### src/hw/rtl/mspan_pkg.sv
// Shared types, field widths, codes and controller/datapath interface structs for the span block.
package mspan_pkg;

    // Default sizes handed to the top-level parameters
    localparam int MAX_TERMS_DEF     = 8;
    localparam int MAX_POSITIONS_DEF = 64;
    localparam int POSITION_BITS_DEF = 16;

    // Fixed field widths of the request, result and register
    localparam int MODE_W       = 2;
    localparam int TERM_FIELD_W = 3;
    localparam int POS_FIELD_W  = 16;
    localparam int LIMIT_W      = 16;
    localparam int SPAN_W       = 17;
    localparam int STATUS_W     = 3;
    localparam int CFG_W        = 4;

    localparam logic [CFG_W-1:0]  TERM_COUNT_RESET = 4'd1;
    localparam logic [SPAN_W-1:0] SPAN_MAX         = 17'h1FFFF;

    // Request modes
    localparam logic [MODE_W-1:0] MODE_LOAD  = 2'd0;
    localparam logic [MODE_W-1:0] MODE_BODY  = 2'd1;
    localparam logic [MODE_W-1:0] MODE_TITLE = 2'd2;

    // Result status codes
    localparam logic [STATUS_W-1:0] STATUS_OK        = 3'd0;
    localparam logic [STATUS_W-1:0] STATUS_NO_WINDOW = 3'd1;
    localparam logic [STATUS_W-1:0] STATUS_EMPTY     = 3'd2;
    localparam logic [STATUS_W-1:0] STATUS_NARROW    = 3'd3;
    localparam logic [STATUS_W-1:0] STATUS_OVERFLOW  = 3'd4;

    typedef struct packed {
        logic [MODE_W-1:0]       mode;
        logic [TERM_FIELD_W-1:0] term;
        logic [POS_FIELD_W-1:0]  position;
        logic [LIMIT_W-1:0]      window_limit;
    } request_t;

    typedef struct packed {
        logic [SPAN_W-1:0]   span;
        logic [STATUS_W-1:0] status;
    } result_t;

    typedef enum logic [3:0] {
        ST_IDLE,
        ST_DECODE,
        ST_LD_RD,
        ST_LD_EV,
        ST_LD_CHK,
        ST_SH_RD,
        ST_SH_WR,
        ST_CP_START,
        ST_CP_RD,
        ST_CP_EV,
        ST_CP_WIN
    } state_t;

    // Commands from the controller to the datapath
    typedef struct packed {
        logic                accept;
        logic                idx_clr;
        logic                idx_inc;
        logic                idx_from_len;
        logic                ins_from_idx;
        logic                set_ovf;
        logic                ld_rd;
        logic                sh_rd;
        logic                sh_wr;
        logic                ins_wr;
        logic                cp_init;
        logic                status_wr;
        logic [STATUS_W-1:0] status_code;
        logic                cp_rd;
        logic                cp_ev;
        logic                win_record;
        logic                cur_adv;
        logic                finish;
    } cmd_t;

    // Status from the datapath to the controller
    typedef struct packed {
        logic mode_load;
        logic mode_compute;
        logic term_ok;
        logic idx_eq_len;
        logic ev_eq;
        logic ev_gt;
        logic list_full;
        logic idx_eq_ins;
        logic ovf;
        logic any_empty;
        logic idx_last;
        logic title_stop;
        logic narrow;
        logic cur_last;
    } stat_t;

endpackage

### src/hw/rtl/mspan_ctrl.sv
// Controller state machine: sequences sorted insertion and the window sweep.
module mspan_ctrl (
    input  logic            clk,
    input  logic            rst_n,
    input  logic            start,
    input  mspan_pkg::stat_t stat,
    output mspan_pkg::cmd_t  cmd,
    output logic            busy
);
    import mspan_pkg::*;

    state_t state_reg;
    state_t state_next;

    // Hold the state
    always_ff @(posedge clk or negedge rst_n)
    begin
        if (!rst_n)
        begin
            state_reg <= ST_IDLE;
        end
        else
        begin
            state_reg <= state_next;
        end
    end

    // Pick the next state and issue commands
    always_comb
    begin
        state_next = state_reg;
        cmd        = '0;
        busy       = (state_reg != ST_IDLE);
        unique case (state_reg)
            ST_IDLE:
            begin
                if (start)
                begin
                    cmd.accept = 1'b1;
                    state_next = ST_DECODE;
                end
            end
            ST_DECODE:
            begin
                if (stat.mode_load)
                begin
                    if (stat.term_ok)
                    begin
                        cmd.idx_clr = 1'b1;
                        state_next  = ST_LD_RD;
                    end
                    else
                    begin
                        state_next = ST_IDLE;
                    end
                end
                else if (stat.mode_compute)
                begin
                    state_next = ST_CP_START;
                end
                else
                begin
                    state_next = ST_IDLE;
                end
            end
            ST_LD_RD:
            begin
                if (stat.idx_eq_len)
                begin
                    cmd.ins_from_idx = 1'b1;
                    state_next       = ST_LD_CHK;
                end
                else
                begin
                    cmd.ld_rd  = 1'b1;
                    state_next = ST_LD_EV;
                end
            end
            ST_LD_EV:
            begin
                priority if (stat.ev_eq)
                begin
                    state_next = ST_IDLE;
                end
                else if (stat.ev_gt)
                begin
                    cmd.ins_from_idx = 1'b1;
                    state_next       = ST_LD_CHK;
                end
                else
                begin
                    cmd.idx_inc = 1'b1;
                    state_next  = ST_LD_RD;
                end
            end
            ST_LD_CHK:
            begin
                if (stat.list_full)
                begin
                    cmd.set_ovf = 1'b1;
                    state_next  = ST_IDLE;
                end
                else
                begin
                    cmd.idx_from_len = 1'b1;
                    state_next       = ST_SH_RD;
                end
            end
            ST_SH_RD:
            begin
                if (stat.idx_eq_ins)
                begin
                    cmd.ins_wr = 1'b1;
                    state_next = ST_IDLE;
                end
                else
                begin
                    cmd.sh_rd  = 1'b1;
                    state_next = ST_SH_WR;
                end
            end
            ST_SH_WR:
            begin
                cmd.sh_wr  = 1'b1;
                state_next = ST_SH_RD;
            end
            ST_CP_START:
            begin
                cmd.cp_init = 1'b1;
                priority if (stat.ovf)
                begin
                    cmd.status_wr   = 1'b1;
                    cmd.status_code = STATUS_OVERFLOW;
                    cmd.finish      = 1'b1;
                    state_next      = ST_IDLE;
                end
                else if (stat.any_empty)
                begin
                    cmd.status_wr   = 1'b1;
                    cmd.status_code = STATUS_EMPTY;
                    cmd.finish      = 1'b1;
                    state_next      = ST_IDLE;
                end
                else
                begin
                    state_next = ST_CP_RD;
                end
            end
            ST_CP_RD:
            begin
                cmd.cp_rd  = 1'b1;
                state_next = ST_CP_EV;
            end
            ST_CP_EV:
            begin
                cmd.cp_ev  = 1'b1;
                state_next = stat.idx_last ? ST_CP_WIN : ST_CP_RD;
            end
            ST_CP_WIN:
            begin
                priority if (stat.title_stop)
                begin
                    cmd.finish = 1'b1;
                    state_next = ST_IDLE;
                end
                else if (stat.narrow || stat.cur_last)
                begin
                    cmd.win_record = 1'b1;
                    cmd.finish     = 1'b1;
                    state_next     = ST_IDLE;
                end
                else
                begin
                    cmd.win_record = 1'b1;
                    cmd.cur_adv    = 1'b1;
                    cmd.idx_clr    = 1'b1;
                    state_next     = ST_CP_RD;
                end
            end
            default:
            begin
                state_next = ST_IDLE;
            end
        endcase
    end

endmodule

### config.mk
export PLATFORM = sky130hd
export DESIGN_NAME = mspan_ctrl
export DESIGN_NICKNAME = d
export VERILOG_FILES = /design/src/hw/rtl/mspan_pkg.sv /design/src/hw/rtl/mspan_ctrl.sv
export SDC_FILE = /design/constraint.sdc
export NUM_CORES = 1
export LEC_CHECK = 0
export BUFFER_PORTS_ARGS = -buffer_cell sky130_fd_sc_hd__buf_2
export CORE_AREA = 4 4 41 43
export CTS_BUF_LIST = sky130_fd_sc_hd__clkbuf_8
export DETAILED_ROUTE_END_ITERATION = 7
export DIE_AREA = 0 0 45 47
export PLACE_DENSITY = 0.72
export SLEW_MARGIN = 10
export SYNTH_ARGS = -nofsm -noshare
export SYNTH_HDL_FRONTEND = slang
export SYNTH_SLANG_ARGS = --single-unit
### constraint.sdc
create_clock -name clk -period 4.1 [get_ports clk]
set_input_delay 0.615 -clock clk [delete_from_list [all_inputs] [get_ports clk]]
set_output_delay 0.615 -clock clk [all_outputs]
set_load 0.1 [all_outputs]
; Word level (Yosys, flattened, before mapping)
; Index checks and enable logic that the tools add are counted.
[totals]
n_memories = 0
latchBits = 0
rom_bits = 0
ram_bits = 0
register_bits = 4
elab_cells = 67
[op_classes]
n_reduce_logical = 3
bitwise_logic = 0
order_cmp = 0
n_eq_ne = 11
div = 0
muxes = 52
n_addsub = 0
multipliers = 0
shift = 0
[op_table]
columns = cell, n
row1 = one-hot mux 4 bit (11 select lines), 1
row2 = two-way mux 4 bit, 9
row3 = two-way mux 1 bit, 29
row4 = equality test 4 x 3 -> 1 bit (second input constant), 4
row5 = two-way mux 3 bit, 5
row6 = equality test 4 bit (second input constant), 3
row7 = equality test 4 x 2 -> 1 bit (second input constant), 2
row8 = two-way mux 2 bit, 4
row9 = one-hot mux 1 bit (2 select lines), 3
row10 = two-way mux 5 bit, 1
row11 = equality test 4 x 1 -> 1 bit (second input constant), 1
row12 = logical NOT 4 bit, 1
row13 = nonzero test 4 bit, 1
row14 = inequality test 2 bit (second input constant), 1
row15 = logical OR 1 bit, 1

; Longest topological paths before layout
[logic_depth]
word_depth = 4
depth_mapped = 5
depth_no_buf = 4

; Worst setup path after synthesis
; OpenSTA, ideal clock, no wires.
[synth_timing]
kind = register -> output
start = register state_reg[3]
end = output port cmd[0] (netlist bit)
path_slack_ns = -0.337
stages_incl_launch_ff = 5
t_required_ns = 3.485
arrival_ns = 3.822
cell_sequence = dfrtp_1 -> buf_2 -> nand2b_1 -> nor3_1 -> o21bai_1
[synth_rtl]
columns = element, line_no
row1 = "start, declared", mspan_ctrl.sv:12  ; state_t state_reg;
row2 = "start signal, assigned", mspan_ctrl.sv:24  ; state_reg <= state_next;
row3 = "end, declared", mspan_ctrl.sv:7  ; output mspan_pkg::cmd_t cmd,

==> metrics.log <==
INFO  metric result_of_the_run = completed
INFO  metric total_power = 0.511 mW
INFO  metric finalHoldViolations = 0
INFO  metric postLayoutCellArea = 681 µm²
INFO  metric hold_class = in2async
INFO  metric final_layout_size_suffix_gt1_share = 44.0%
INFO  metric largest_register_ff_count = 4
INFO  metric firstDrtPassIters = 4
INFO  metric tritoncts = yes
INFO  metric dominantRegCellSynth = sky130_fd_sc_hd__dfrtp_1
INFO  metric timing_max_transition_violations_final = 0
INFO  metric critical_path.max_fanout = 12
INFO  metric yosysMostFrequentCell = sky130_fd_sc_hd__nor2_1
INFO  metric placed_area = 639 µm²
INFO  metric finClkSkew = 1.58 ps
INFO  metric ys_async_sr_fraction = 100%
INFO  metric final_min_period_over_clock_period = ~62%
INFO  metric insertion_delay = 210 ps
INFO  metric dieWidth = 45 µm
INFO  metric grt_pass1_wl = 2240 µm
INFO  metric synth_edf_count = 0
INFO  metric cp-end-kind = primary output
INFO  metric via_per_inst = 5.38
INFO  metric ys_warn_count = 0
INFO  metric dp_hpwl = between 1000 and 1500 µm
INFO  metric cts_max_path_buffers = 2
INFO  metric grt_overflow_total = 0
INFO  metric maxCapViolations = 0
INFO  metric fraction_of_synthesized_cell_area_taken_by_the_top_area_cell_type = 22.3%
INFO  metric n_antenna_cell = 0
INFO  metric finalWorstSetupSlack = between 1500 and 2000 ps
INFO  metric yosysUniqueCellTypes = 29
INFO  metric synthTopCellsByArea = sky130_fd_sc_hd__dfrtp_1 (22%), sky130_fd_sc_hd__nor3_1 (7.8%), sky130_fd_sc_hd__nand2b_1 (7.0%), sky130_fd_sc_hd__nor2_1 (6.7%), sky130_fd_sc_hd__a21oi_1 (4.5%)
INFO  metric cp.arrival = 1930 ps
INFO  metric via_count_of_the_first_global_routing_pass = 564
INFO  metric worst_hold_slack = 201 ps
INFO  metric synthTopCellsByCount = sky130_fd_sc_hd__nor2_1 (8), sky130_fd_sc_hd__nor3_1 (7), sky130_fd_sc_hd__nand2b_1 (5)
INFO  metric die_y = 47 µm
INFO  metric leakagePower = 0.385 nW
INFO  metric report.final.setup_viol = 0
INFO  metric grt_util_all_layers = around 14%
INFO  metric syn-cell-area = about 450 µm²
INFO  metric ff_latch_count_synth = 4
INFO  metric max_freq = 393 MHz
INFO  metric cts_root_buf = sky130_fd_sc_hd__clkbuf_8
INFO  metric power_per_cell_area = 751 nW/µm²
INFO  metric start_kind = register
INFO  metric setup_fix_bufs_post_cts = 0
INFO  metric post_synthesis_net_count = about 80
INFO  metric vdd.ir_drop.worst = 0.000560 V
INFO  metric wl_per_cell = ~12 µm
INFO  metric worst_ep_required_time = 3480 ps
INFO  metric detailedRoute.firstIterationViolations = 22
INFO  metric final_period_minus_worst_setup_slack = 2550 ps
INFO  metric synth_sequential_area_ratio = between 20 and 25%
INFO  metric final_antenna_net_count = 0
INFO  metric clock_sink_count = 4
INFO  metric placement.setup.worst_slack = 1780 ps
INFO  metric cts-buffers-inserted = 3
INFO  metric fp.dieArea = 2120 µm²
INFO  metric gate_count_after_technology_mapping = 65
INFO  metric start_util = 34.4%
INFO  metric final.setup.tns = 0 ps
INFO  metric route.final.wire_length = 1410 µm
INFO  metric antenna_found_initial = 0
INFO  metric finalNetCount = 119
INFO  metric io_buffers = 36
INFO  metric n_fill_cell = around 130
INFO  metric clk_transition_reported_paths = about 30 ps
INFO  metric grt_setup_unrepaired = no
INFO  metric placement_rows = 13
INFO  metric coreArea = 1300 µm²
INFO  metric critPathKind = reg2out
INFO  metric synth_top_cell_by_area = sky130_fd_sc_hd__dfrtp_1
INFO  metric globalplace.congestion = 0.864
INFO  metric syn_area_per_cell = 6.89 µm²
INFO  metric area_growth_syn_to_layout = 52.0%
INFO  metric cts_hold_buf = 0
INFO  metric cts_repair_resize_count = 0
INFO  metric ioPinCount = 38
INFO  metric cts.htree.levels = 1
INFO  metric drc = 0
INFO  metric pin_count_of_the_biggest_net_entering_global_routing = 13
INFO  metric num_vias = 619
[layout make-up]
cell class | count | area (µm²) | share of cell area, %
Clock buffer | 3 | 41.3 | 6.07
Inverter | 2 | 7.51 | 1.10
Multi-Input combinational cell | 55 | 333 | 48.9
Sequential cell | 4 | 100 | 14.7
Tap cell | 15 | 18.8 | 2.76
Timing Repair Buffer | 36 | 180 | 26.5
[worst max-delay path: stages, from the launching register on]
cell and delay (ps):
sky130_fd_sc_hd__dfrtp_1 550, sky130_fd_sc_hd__nand2b_1 200, sky130_fd_sc_hd__or2_1 290, sky130_fd_sc_hd__nand2b_1 190, sky130_fd_sc_hd__nand2_1 70, sky130_fd_sc_hd__buf_2 420
[placed cells by master, fill, tap and decap left out, types with 2 or more instances in the layout]
| cell type | n |
|---|---|
| sky130_fd_sc_hd__a21oi_1 | 4 |
| sky130_fd_sc_hd__and3_1 | 3 |
| sky130_fd_sc_hd__buf_2 | 36 |
| sky130_fd_sc_hd__clkbuf_8 | 3 |
| sky130_fd_sc_hd__dfrtp_1 | 4 |
| sky130_fd_sc_hd__inv_1 | 2 |
| sky130_fd_sc_hd__nand2_1 | 3 |
| sky130_fd_sc_hd__nand2b_1 | 5 |
| sky130_fd_sc_hd__nand3_1 | 2 |
| sky130_fd_sc_hd__nand3b_1 | 2 |
| sky130_fd_sc_hd__nor2_1 | 8 |
| sky130_fd_sc_hd__nor2b_1 | 3 |
| sky130_fd_sc_hd__nor3_1 | 6 |
| sky130_fd_sc_hd__nor4_2 | 2 |
| sky130_fd_sc_hd__or3_1 | 2 |
[power breakdown]
group / internal (mW) / total, mW / switching (mW)
clock network: 0.0623 / 0.0792 / 0.0169
registers: 0.0528 / 0.0874 / 0.0346
logic: 0.0738 / 0.344 / 0.271
[layer usage]
| metal | track usage [%] | routed length [µm] | part of all wire, % | vias to the layer above |
|---|---|---|---|---|
| met2 | 24.0 | 688 | 49 | 33 |
| li1 | - | - | - | 299 |
| met5 | 0 | 0 | 0 | - |
| met4 | 3.51 | 0 | 0 | 0 |
| met3 | 2.30 | 128 | 9.1 | 0 |
| met1 | 18.3 | 590 | 42 | 287 |
[final timing paths]
| kind | from | to | slack [ps] | cells past startpoint |
|---|---|---|---|---|
| min reg2reg | state_reg[2] | state_reg[1] | 750 | 2 |
| min | rst_n | state_reg[1] | 200 | 1 |
| max reg2reg | state_reg[0] | state_reg[2] | 2470 | 4 |
| min in group clk | start | state_reg[0] | 710 | 3 |
| max in group asynchronous | rst_n | state_reg[0] | 3780 | 1 |
| max | state_reg[1] | cmd[18] | 1550 | 5 |
[per-stage QoR]
stage	std cells	utilization, %
final	115	52.3
after global routing	115	52.3
after CTS	115	52.3
after detailed placement	112	49.1
after global placement	112	49.1
after floorplan	65	-
[cell families (layout without fill, tap and decap cells)]
family,Yosys count,after routing,synth area share [%]
buffers and inverters,6,41,7.26
other,1,1,0.837
flip-flops,4,4,22.3
AO/OA/AOI/OAI,9,9,12.3
AND/OR/NAND/NOR,45,45,57.3
Note: power is estimated with default switching activity, not from simulation.
